$ cat src/rtl/core/gpps_pkg.sv
package gpps_pkg;

    localparam int VAL_W = 16;
    localparam int OUT_W = 15;
    localparam int DIV_W = 9;
    localparam int SQ_W  = 2 * DIV_W - 1;
    localparam int CNT_W = $clog2(VAL_W);

    localparam logic [VAL_W-1:0] FOUR_VAL  = VAL_W'(4);
    localparam logic [DIV_W-1:0] FIRST_DIV = DIV_W'(3);
    localparam logic [SQ_W-1:0]  FIRST_SQ  = SQ_W'(9);
    localparam logic [OUT_W-1:0] TWO_OUT   = OUT_W'(2);

    typedef enum logic [2:0] {
        S_IDLE,
        S_START,
        S_CAND,
        S_TEST,
        S_DIV,
        S_CHK,
        S_OUT_PAIR,
        S_OUT_NONE
    } state_t;

    typedef struct packed {
        logic load_item;
        logic start_p;
        logic start_q;
        logic div_init;
        logic div_step;
        logic next_d;
        logic next_p;
        logic out_pair;
        logic out_none;
    } cmd_t;

    typedef struct packed {
        logic trivial;
        logic p_over;
        logic dsq_gt_n;
        logic is_q;
        logic div_last;
        logic rem_zero;
        logic out_free;
    } sts_t;

endpackage

$ cat src/rtl/core/gpps_ctrl.sv
module gpps_ctrl (
    input  logic          clk,
    input  logic          rst_n,
    input  logic          in_valid,
    output logic          in_stall,
    input  gpps_pkg::sts_t sts,
    output gpps_pkg::cmd_t cmd
);
    import gpps_pkg::*;

    state_t state_reg;
    state_t state_next;

    always_ff @(posedge clk or negedge rst_n)
    begin
        if (!rst_n)
        begin
            state_reg <= S_IDLE;
        end
        else
        begin
            state_reg <= state_next;
        end
    end

    always_comb
    begin
        state_next = state_reg;
        cmd        = '0;
        unique case (state_reg)
            S_IDLE:
            begin
                if (in_valid)
                begin
                    cmd.load_item = 1'b1;
                    state_next    = S_START;
                end
            end
            S_START:
            begin
                state_next = sts.trivial ? S_OUT_NONE : S_CAND;
            end
            S_CAND:
            begin
                if (sts.p_over)
                begin
                    state_next = S_OUT_NONE;
                end
                else
                begin
                    cmd.start_p = 1'b1;
                    state_next  = S_TEST;
                end
            end
            S_TEST:
            begin
                if (sts.dsq_gt_n)
                begin
                    if (sts.is_q)
                    begin
                        state_next = S_OUT_PAIR;
                    end
                    else
                    begin
                        cmd.start_q = 1'b1;
                    end
                end
                else
                begin
                    cmd.div_init = 1'b1;
                    state_next   = S_DIV;
                end
            end
            S_DIV:
            begin
                cmd.div_step = 1'b1;
                if (sts.div_last)
                begin
                    state_next = S_CHK;
                end
            end
            S_CHK:
            begin
                if (sts.rem_zero)
                begin
                    cmd.next_p = 1'b1;
                    state_next = S_CAND;
                end
                else
                begin
                    cmd.next_d = 1'b1;
                    state_next = S_TEST;
                end
            end
            S_OUT_PAIR:
            begin
                if (sts.out_free)
                begin
                    cmd.out_pair = 1'b1;
                    state_next   = S_IDLE;
                end
            end
            S_OUT_NONE:
            begin
                if (sts.out_free)
                begin
                    cmd.out_none = 1'b1;
                    state_next   = S_IDLE;
                end
            end
            default:
            begin
                state_next = S_IDLE;
            end
        endcase
    end

    assign in_stall = (state_reg != S_IDLE);

endmodule

$ cat src/rtl/core/gpps_dp.sv
module gpps_dp #(
    parameter int MAX_VALUE = 32768
) (
    input  logic                         clk,
    input  logic                         rst_n,
    input  logic [gpps_pkg::VAL_W-1:0]   even_value,
    input  logic                         out_stall,
    output logic                         out_valid,
    output logic [gpps_pkg::OUT_W-1:0]   prime_low,
    output logic [gpps_pkg::OUT_W-1:0]   prime_high,
    input  gpps_pkg::cmd_t               cmd,
    output gpps_pkg::sts_t               sts
);
    import gpps_pkg::*;

    logic [VAL_W-1:0] v_reg;
    logic [VAL_W-1:0] p_reg;
    logic [VAL_W-1:0] n_reg;
    logic [DIV_W-1:0] d_reg;
    logic [SQ_W-1:0]  dsq_reg;
    logic [DIV_W-1:0] rem_reg;
    logic [VAL_W-1:0] shift_reg;
    logic [CNT_W-1:0] cnt_reg;
    logic             is_q_reg;
    logic [OUT_W-1:0] lo_reg;
    logic [OUT_W-1:0] hi_reg;
    logic             out_valid_reg;

    logic [VAL_W-1:0] q_val;
    logic [DIV_W:0]   trial;
    logic [DIV_W-1:0] rem_next;
    logic [SQ_W-1:0]  dsq_next;

    assign q_val = v_reg - p_reg;
    assign trial = {rem_reg, shift_reg[VAL_W-1]};

    always_comb
    begin
        if (trial >= {1'b0, d_reg})
        begin
            rem_next = DIV_W'(trial - {1'b0, d_reg});
        end
        else
        begin
            rem_next = trial[DIV_W-1:0];
        end
    end

    // (d+2)^2 = d^2 + 4d + 4
    assign dsq_next = dsq_reg + SQ_W'({d_reg, 2'b00}) + SQ_W'(4);

    always_ff @(posedge clk)
    begin
        if (cmd.load_item)
        begin
            v_reg <= even_value;
            p_reg <= VAL_W'(3);
        end
        if (cmd.next_p)
        begin
            p_reg <= p_reg + VAL_W'(2);
        end
        if (cmd.start_p || cmd.start_q)
        begin
            n_reg   <= cmd.start_q ? q_val : p_reg;
            d_reg   <= FIRST_DIV;
            dsq_reg <= FIRST_SQ;
        end
        if (cmd.next_d)
        begin
            d_reg   <= d_reg + DIV_W'(2);
            dsq_reg <= dsq_next;
        end
        if (cmd.div_init)
        begin
            rem_reg   <= '0;
            shift_reg <= n_reg;
            cnt_reg   <= '0;
        end
        if (cmd.div_step)
        begin
            rem_reg   <= rem_next;
            shift_reg <= {shift_reg[VAL_W-2:0], 1'b0};
            cnt_reg   <= cnt_reg + CNT_W'(1);
        end
        if (cmd.out_pair)
        begin
            lo_reg <= p_reg[OUT_W-1:0];
            hi_reg <= q_val[OUT_W-1:0];
        end
        if (cmd.out_none)
        begin
            lo_reg <= TWO_OUT;
            hi_reg <= TWO_OUT;
        end
    end

    always_ff @(posedge clk or negedge rst_n)
    begin
        if (!rst_n)
        begin
            is_q_reg      <= 1'b0;
            out_valid_reg <= 1'b0;
        end
        else
        begin
            if (cmd.start_p)
            begin
                is_q_reg <= 1'b0;
            end
            else if (cmd.start_q)
            begin
                is_q_reg <= 1'b1;
            end
            if (cmd.out_pair || cmd.out_none)
            begin
                out_valid_reg <= 1'b1;
            end
            else if (!out_stall)
            begin
                out_valid_reg <= 1'b0;
            end
        end
    end

    assign sts.trivial  = (v_reg == FOUR_VAL) || v_reg[0] || (32'(v_reg) > 32'(MAX_VALUE));
    assign sts.p_over   = (p_reg > {1'b0, v_reg[VAL_W-1:1]});
    assign sts.dsq_gt_n = (dsq_reg > SQ_W'(n_reg));
    assign sts.is_q     = is_q_reg;
    assign sts.div_last = (cnt_reg == CNT_W'(VAL_W - 1));
    assign sts.rem_zero = (rem_reg == '0);
    assign sts.out_free = !out_valid_reg || !out_stall;

    assign out_valid  = out_valid_reg;
    assign prime_low  = lo_reg;
    assign prime_high = hi_reg;

endmodule

$ cat src/rtl/core/goldbach_prime_pair_search.sv
// goldbach prime pair search
// input channel: even_value with in_valid / in_stall; one item is taken when
// in_valid is high and in_stall is low, and in_stall stays high until the
// search for that item has finished and its result is in the output register
// output channel: prime_low / prime_high with out_valid / out_stall; one
// result item per input item, smallest low prime first, 2 + 2 for zero, two,
// four, odd values and values above MAX_VALUE
// search steps: an item that needs no search goes from the start check
// straight to its result, and a value below four first passes the candidate
// check; otherwise the item is loaded, each tried candidate is checked and,
// once it proves prime, its partner is set up for test; each trial division
// is a divisor check, a 16-step bit-serial remainder and a remainder check,
// and the result is closed out last; proving a prime near 32768 alone takes
// up to 90 trial divisions
// one item is in the search at a time; the next item can be taken in the cycle
// after the result has moved to the output register, which frees the search
// while the result waits
// a stalled result holds its value; a finished search waits for the output
// register to free before writing it
// reset clears the controller and out_valid; no result is pending after reset
module goldbach_prime_pair_search #(
    parameter int MAX_VALUE = 32768
) (
    input  logic                         clk,
    input  logic                         rst_n,
    input  logic                         in_valid,
    output logic                         in_stall,
    input  logic [gpps_pkg::VAL_W-1:0]   even_value,
    output logic                         out_valid,
    input  logic                         out_stall,
    output logic [gpps_pkg::OUT_W-1:0]   prime_low,
    output logic [gpps_pkg::OUT_W-1:0]   prime_high
);
    import gpps_pkg::*;

    cmd_t cmd;
    sts_t sts;

    gpps_ctrl u_ctrl (
        .clk      (clk),
        .rst_n    (rst_n),
        .in_valid (in_valid),
        .in_stall (in_stall),
        .sts      (sts),
        .cmd      (cmd)
    );

    gpps_dp #(
        .MAX_VALUE (MAX_VALUE)
    ) u_dp (
        .clk        (clk),
        .rst_n      (rst_n),
        .even_value (even_value),
        .out_stall  (out_stall),
        .out_valid  (out_valid),
        .prime_low  (prime_low),
        .prime_high (prime_high),
        .cmd        (cmd),
        .sts        (sts)
    );

endmodule

$ cat config.mk
export PLATFORM = sky130hd
export DESIGN_NAME = goldbach_prime_pair_search
export DESIGN_NICKNAME = d
export VERILOG_FILES = /design/src/rtl/core/gpps_pkg.sv /design/src/rtl/core/gpps_ctrl.sv /design/src/rtl/core/gpps_dp.sv /design/src/rtl/core/goldbach_prime_pair_search.sv
export SDC_FILE = /design/constraint.sdc
export NUM_CORES = 1
export LEC_CHECK = 0
export ABC_CLOCK_PERIOD_IN_PS = 3700
export BUFFER_PORTS_ARGS = -buffer_cell sky130_fd_sc_hd__buf_2
export CAP_MARGIN = 20
export CORE_ASPECT_RATIO = 0.75
export CORE_MARGIN = 3
export CORE_UTILIZATION = 55
export CTS_CLUSTER_SIZE = 14
export DETAILED_ROUTE_END_ITERATION = 10
export PLACE_DENSITY = 0.8
export SLEW_MARGIN = 20
export SYNTH_ARGS = -nofsm -noshare
export SYNTH_HDL_FRONTEND = slang
export SYNTH_HIERARCHICAL = 1
export SYNTH_SLANG_ARGS = --single-unit
$ cat constraint.sdc
create_clock -name clk -period 3.7 [get_ports clk]
set_clock_uncertainty 0.15 [all_clocks]
set_input_delay 0.555 -clock clk [delete_from_list [all_inputs] [get_ports clk]]
set_output_delay 0.555 -clock clk [all_outputs]
set_load 0.05 [all_outputs]
==> results.toml, run 1 <==
[detailed_routing]
detailroute.via_count = 6371
drtPass1Iterations = 5
drt-vias-per-instance = 5.85
avgRoutedWirePerCell_um = 17.4
drt_iter0_markers = 774
remaining_design_rule_violation_count = 0
drt.antenna.violating_nets = 0
routed_wirelength_um = 18900

[power_and_ir_drop]
totalPowerFinal_mw = 8.20
cellLeakagePower_nw = 3.83
maximum_vdd_drop_v = 0.000513
power.density_nw_per_um2 = 883

[placed_design]
port-buffer-count = 51
dp_hpwl_um = 13900
pre_cts_ws_ns = 0.156
gp_congestion = 0.906

[clock_network]
clk_latency_ns = 0.42
cts.reportedPaths.clkPinSlew_ns = 0.06
ctsHtreeMaxLevel = 4
numClockSinks = 133
number_of_buffers_created_by_cts = 17
tritoncts = "built"
cts-root-to-sink-buffers = 2
cts_root_buf = "sky130_fd_sc_hd__clkbuf_16"

[critical_path]
rrSetupSlack_ns = 0.22
r2r_start = "u_dp/dsq_reg[10]$_SDFFCE_PN0P_"
worstSetupStartpoint = "u_dp/dsq_reg[10]$_SDFFCE_PN0P_"
worst_ep_required_time_ns = 3.70
worst_r2r_path_depth = 13
setup.worst_path.end = "u_dp/n_reg[15]$_DFFE_PP_"
critical_path.endpoint_type = "register"
arrival_ns = 3.48
timing.setup.critical_path_class = "reg -> reg"
crit_path_start_kind = "register"
cp_max_fo = 6
endpoint_of_the_lowest_slack_register_to_register_path = "u_dp/n_reg[15]$_DFFE_PP_"

[global_routing]
grt_start_max_net_pins = 34
global_route.overflow_total = 0
global_route.usage.total = 0.242
groute.layer.met1.usage = 0.368
grt_pass1_wl_um = 31700
grt_antenna_before_repair = 0
first_global_vias = 6141
global_route.peak_usage_layer = "met1"
grtUsageMet2 = 0.338
grt.met3_usage = 0.0749

[cells_and_area]
diodes = 0
num-nets-final = 973
drive_above_1_share = 0.130
areaGrowthSynthToFinish_pct = 14.2

[synthesis]
synth.net_count = 913
dominantRegCellSynth = "sky130_fd_sc_hd__edfxtp_1"
synth-edff-count = 97
postSynthCellCount = 821
synthesis.area_um2 = 8140
seq_area_frac_synth = 0.450
syn_avg_cell_area_um2 = 9.91
postSynth.asyncResetShare = 0.0376
count_of_state_elements_after_synthesis = 133
synth.yosys.warnings = 6
yosys.cell_types.count = 72

[floorplan]
die_height_um = 111
io-pin-count = 52
floorplan.die.width_um = 146
die_area_um2 = 16300
floorplan.initialDensity = 0.578
std_cell_rows = 37
core-area_um2 = 14100

[sta]
hold_violations = 0
finalMaxSlewViolations = 0
final.setup.tns_ns = 0
setup_repair_after_global_routing_missed_its_margin = "false"
fin_crit_sh = 0.941
max_frequency_mhz = 287
final_period_minus_worst_setup_slack_ns = 3.48
layout_setup_ws_ns = 0.217
finalSetupViolations = 0
timing.max_slew.rel_slack = 0.441
worstMarginPinSlew_ns = 0.836

[flow_run]
timing.max_cap.violations = 0

[status]
outcome = "finished, final reports clean"

[hold_path]
holdCritPathClass = "in -> reg"
per-layer routing:
layer / vias up / wire length [um]
met5: - / 0
met1: 2992 / 9100
met2: 265 / 7680
met3: 25 / 1930
met4: 0 / 210
li1: 3089 / -
cells in the mapped netlist, drive strengths merged (4+ instances only):
master  instances  area share
a31oi           5      0.0038
nand2          68       0.032
nor2           67       0.031
nand4          19       0.015
and3            6      0.0046
o211ai          4      0.0037
and2           31       0.024
inv            63       0.029
a21o           18       0.018
dfxtp          31       0.076
nand2b          8      0.0062
edfxtp         97        0.36
clkbuf         18      0.0083
or2             4      0.0031
a21boi          4      0.0037
o21a            8      0.0074
ha             69        0.11
nand3          27       0.017
mux2i          26       0.032
nor3           20       0.012
nor3b           5      0.0046
dfrtp           5       0.015
a22o            5      0.0054
nor4            7      0.0054
nor2b           9      0.0069
xnor2          29       0.031
xor2            9      0.0097
o21ai          52       0.032
or3             6      0.0052
a211oi          6      0.0055
a21oi          43       0.029
buf             6      0.0043
how the worst min path moves through the flow:
stage | start | to | slack (ns) | cells past startpoint
CTS | even_value[5] | u_dp/v_reg[5]$_DFFE_PP_ | 0.15 | 1
global placement | rst_n | u_dp/out_valid$_DFFE_PN0P_ | 0.23 | 1
finish | even_value[13] | u_dp/v_reg[13]$_DFFE_PP_ | 0.16 | 1
floorplan | rst_n | u_ctrl/state_reg[0]$_DFFE_PN0P_ | 0.11 | 0
global route | even_value[4] | u_dp/v_reg[4]$_DFFE_PP_ | 0.15 | 1
detailed placement | rst_n | u_dp/out_valid$_DFFE_PN0P_ | 0.23 | 1
through the flow:
stage / std cells / utilization / hold slack [ns] / area [um2]
after global routing: 1089 / 0.660 / 0.146 / 9290
after detailed placement: 1055 / 0.615 / 0.233 / 8650
final: 1089 / 0.660 / 0.163 / 9290
after floorplan: 821 / - / 0.109 / 8140
after CTS: 1088 / 0.659 / 0.146 / 9270
after global placement: 1055 / 0.615 / 0.229 / 8650
critical path: stages, from the launching register on:
cell and delay (ns):
sky130_fd_sc_hd__edfxtp_1 0.41, sky130_fd_sc_hd__ha_1 0.31, sky130_fd_sc_hd__a21o_1 0.16, sky130_fd_sc_hd__a21o_1 0.16
sky130_fd_sc_hd__a21oi_1 0.12, sky130_fd_sc_hd__o21ai_0 0.14, sky130_fd_sc_hd__a2111oi_1 0.45, sky130_fd_sc_hd__nor3_1 0.15
sky130_fd_sc_hd__nor3b_2 0.19, sky130_fd_sc_hd__nor2b_4 0.17, sky130_fd_sc_hd__nand3_1 0.12, sky130_fd_sc_hd__a211o_1 0.13
sky130_fd_sc_hd__nand2_1 0.05, sky130_fd_sc_hd__or4_1 0.51
placed cells by master (no fill, tap or decap), drive strengths merged, types with 5 or more instances in the layout:
cell	instances
and2	31
xor2	9
clkbuf	17
dfxtp	31
and3	6
nand2b	8
nand3	27
nor4	7
clkinv	8
o21ai	52
nor2	67
o21a	8
or3	6
inv	64
nand2	68
a31oi	5
a211oi	6
xnor2	29
a22o	5
ha	69
a21o	18
nor3	20
nand4	19
nor3b	5
edfxtp	97
mux2i	26
buf	64
a21oi	43
dfrtp	5
nor2b	9
logic make-up after synthesis:
group | synth area share
compound gates | 0.135
xor+xnor | 0.0409
fa+ha+maj | 0.113
buf+inv | 0.0421
flops | 0.450
mux | 0.0334
simple gates | 0.185
final cells by class:
type	instances	area, um2
Fill cell	1105	4780
Multi-Input combinational cell	600	4160
Sequential cell	133	3660
Clock buffer	17	425
Timing Repair Buffer	65	375
Tap cell	195	244
Inverter	64	240
Clock inverter	15	186
timing repair:
| item | 4_1_cts | 5_1_grt |
|---|---|---|
| hold buffers | 1 | 0 |
| resized for setup | 0 | 3 |
| endpoints found under the hold margin | 5 | 0 |
| endpoints found under the setup margin | 0 | 2 |
| buffers inserted | 0 | 1 |
power by group:
part | switching [mW] | internal (mW) | total, mW
sequential | 0.389 | 2.26 | 2.65
combinational | 2.43 | 1.39 | 3.82
clock | 0.615 | 1.12 | 1.73
total | 3.43 | 4.77 | 8.20
Note: power is estimated with default switching activity, not from simulation.
==> run 2, diff against run 1 <==
Settings changed: RECOVER_POWER set to 25.
==> run 2 against run 1 <==
Compared with the run above:
- utilization is 0.36 points lower
- highest routed layer unchanged
- cell count unchanged
- first-iteration DRC count decreased by 11%
- final area fell by 0.54%
- clock power about the same
- flip-flop and latch count unchanged
==> results.toml, run 2 (synthesized netlist as in run 1, its figures left out) <==
[status]
outcome = "finished, final reports clean"

[power_and_ir_drop]
net_switching_fraction_of_the_power = 0.422
power.switching_mw = 3.45
combPwrFrac = 0.463
clockPowerShare = 0.212
cellLeakagePower_nw = 3.72
totalPowerFinal_mw = 8.17
power.density_nw_per_um2 = 884
power_report.internal_total_mw = 4.72
maximum_vdd_drop_v = 0.000507
share_seq_of_total_power = 0.325

[critical_path]
worst_ep_required_time_ns = 3.70
timing.setup.critical_path_class = "reg -> reg"
r2r_start = "u_dp/dsq_reg[10]$_SDFFCE_PN0P_"
cp_max_fo = 6
worst_r2r_path_depth = 13
critical_path.endpoint_type = "register"
worstSetupStartpoint = "u_dp/dsq_reg[10]$_SDFFCE_PN0P_"
arrival_ns = 3.48
crit_path_start_kind = "register"

[placed_design]
placement.cell_area_um2 = 8650
gp_congestion = 0.906
place_inst = 1055
pre_cts_ws_ns = 0.156
dp_hpwl_um = 13900
port-buffer-count = 51

[cells_and_area]
areaGrowthSynthToFinish_pct = 13.5
layout.cells.most_common = "sky130_fd_sc_hd__edfxtp_1"
most-common-layout-cells = "sky130_fd_sc_hd__edfxtp_1, sky130_fd_sc_hd__ha_1, sky130_fd_sc_hd__nand2_1, sky130_fd_sc_hd__nor2_1, sky130_fd_sc_hd__inv_1"
n_fill_cell = 1132
area.sequential_um2 = 3660
drive_above_1_share = 0.0906
layout.cells.non_filler = 1089
diodes = 0
multi_input_comb_area_um2 = 4150
final_cell_area_um2 = 9240
num-nets-final = 973

[global_routing]
first_global_vias = 6141
global_route.overflow_total = 0
grt_pass1_wl_um = 31700
global_route.usage.total = 0.242
grt_antenna_before_repair = 0
grt_start_max_net_pins = 34

[clock_network]
numClockSinks = 133
ctsHtreeMaxLevel = 4
tritoncts = "built"
clk_latency_ns = 0.42
cts.reportedPaths.clkPinSlew_ns = 0.06
cts_root_buf = "sky130_fd_sc_hd__clkbuf_16"
number_of_buffers_created_by_cts = 17
cts-root-to-sink-buffers = 2

[flow_run]
timing.max_cap.violations = 0

[detailed_routing]
detailroute.via_count = 6429
drtPass1Iterations = 7
drt_iter0_markers = 687
avgRoutedWirePerCell_um = 17.4
drt-vias-per-instance = 5.90
drt.antenna.violating_nets = 0
remaining_design_rule_violation_count = 0
routed_wirelength_um = 18900

[floorplan]
die_height_um = 111
core-area_um2 = 14100
std_cell_rows = 37
floorplan.die.width_um = 146
die_area_um2 = 16300
io-pin-count = 52
floorplan.initialDensity = 0.578

[hold_path]
whs_path_depth = 1
holdCritPathClass = "in -> reg"
holdCritStartpoint = "even_value[5]"

[sta]
finalSetupViolations = 0
final_period_minus_worst_setup_slack_ns = 3.48
worstMarginPinSlew_ns = 1.36
finalMaxSlewViolations = 0
hold_violations = 0
setup_repair_after_global_routing_missed_its_margin = "false"
timing.max_slew.rel_slack = 0.0900
layout_setup_ws_ns = 0.220
final.setup.tns_ns = 0
fin_crit_sh = 0.941
max_frequency_mhz = 287
[run 2: cell types whose count changed in the layout (fill, tap and decap cells not counted)]
cell / previous run / this run
sky130_fd_sc_hd__buf_2: 51 / 19
sky130_fd_sc_hd__clkbuf_1: 0 / 33
sky130_fd_sc_hd__or3_4: 1 / 0
sky130_fd_sc_hd__or3_1: 5 / 6
sky130_fd_sc_hd__and2_2: 1 / 0
sky130_fd_sc_hd__buf_4: 12 / 11
sky130_fd_sc_hd__and2_0: 0 / 1
[run 2: timing repair]
item                       in CTS  in global routing
hold endpoints to repair        5                  0
hold buffers                    1                  0
resized for setup               0                  3
setup buffers                   0                  1
setup endpoints to repair       0                  2
[run 2: path summary, 6_finish.rpt]
check                                              endpoint  slack [ns]
max                                u_dp/n_reg[15]$_DFFE_PP_        0.22
min                                 u_dp/v_reg[5]$_DFFE_PP_        0.16
max reg2reg                        u_dp/n_reg[15]$_DFFE_PP_        0.22
min reg2reg                u_dp/prime_high[10]$_SDFFE_PP0P_        0.32
max in group asynchronous   u_ctrl/state_reg[2]$_DFFE_PN0P_        2.76
min in group asynchronous   u_ctrl/state_reg[1]$_DFFE_PN0P_        0.40
[run 2: cell type report]
class | instances | share of cell area
Tap cell | 195 | 0.0264
Timing Repair Buffer | 65 | 0.0359
Inverter | 64 | 0.0260
Sequential cell | 133 | 0.396
Clock buffer | 17 | 0.0460
Clock inverter | 15 | 0.0202
Multi-Input combinational cell | 600 | 0.450
[run 2: power groups by stage]
stage / registers (mW) / logic (mW) / clock network, mW
final: 2.65 / 3.78 / 1.73
after global routing: 2.71 / 4.19 / 1.84
after CTS: 2.64 / 3.76 / 1.76
after detailed placement: 2.65 / 3.72 / 0
after global placement: 2.64 / 3.65 / 0
after floorplan: 3.03 / 2.43 / 0
[run 2: stage by stage]
stage	utilization	hold slack, ns
global placement	0.615	0.229
finish	0.657	0.162
detailed placement	0.615	0.233
CTS	0.659	0.146
floorplan	-	0.109
global route	0.657	0.146
[run 2: worst max-delay path, stage by stage (launching register included)]
cell	delay, ns
sky130_fd_sc_hd__edfxtp_1	0.41
sky130_fd_sc_hd__ha_1	0.31
sky130_fd_sc_hd__a21o_1	0.16
sky130_fd_sc_hd__a21o_1	0.16
sky130_fd_sc_hd__a21oi_1	0.12
sky130_fd_sc_hd__o21ai_0	0.14
sky130_fd_sc_hd__a2111oi_1	0.45
sky130_fd_sc_hd__nor3_1	0.15
sky130_fd_sc_hd__nor3b_2	0.19
sky130_fd_sc_hd__nor2b_4	0.17
sky130_fd_sc_hd__nand3_1	0.12
sky130_fd_sc_hd__a211o_1	0.13
sky130_fd_sc_hd__nand2_1	0.04
sky130_fd_sc_hd__or4_1	0.51
[run 2: layer usage]
metal  wire [um]  vias to the layer above  track usage
li1            -                     3091            -
met1        9050                     3023        0.368
met2        7620                      287        0.338
met3        2040                       28       0.0749
met4         226                        0       0.0589
met5           0                        -            0
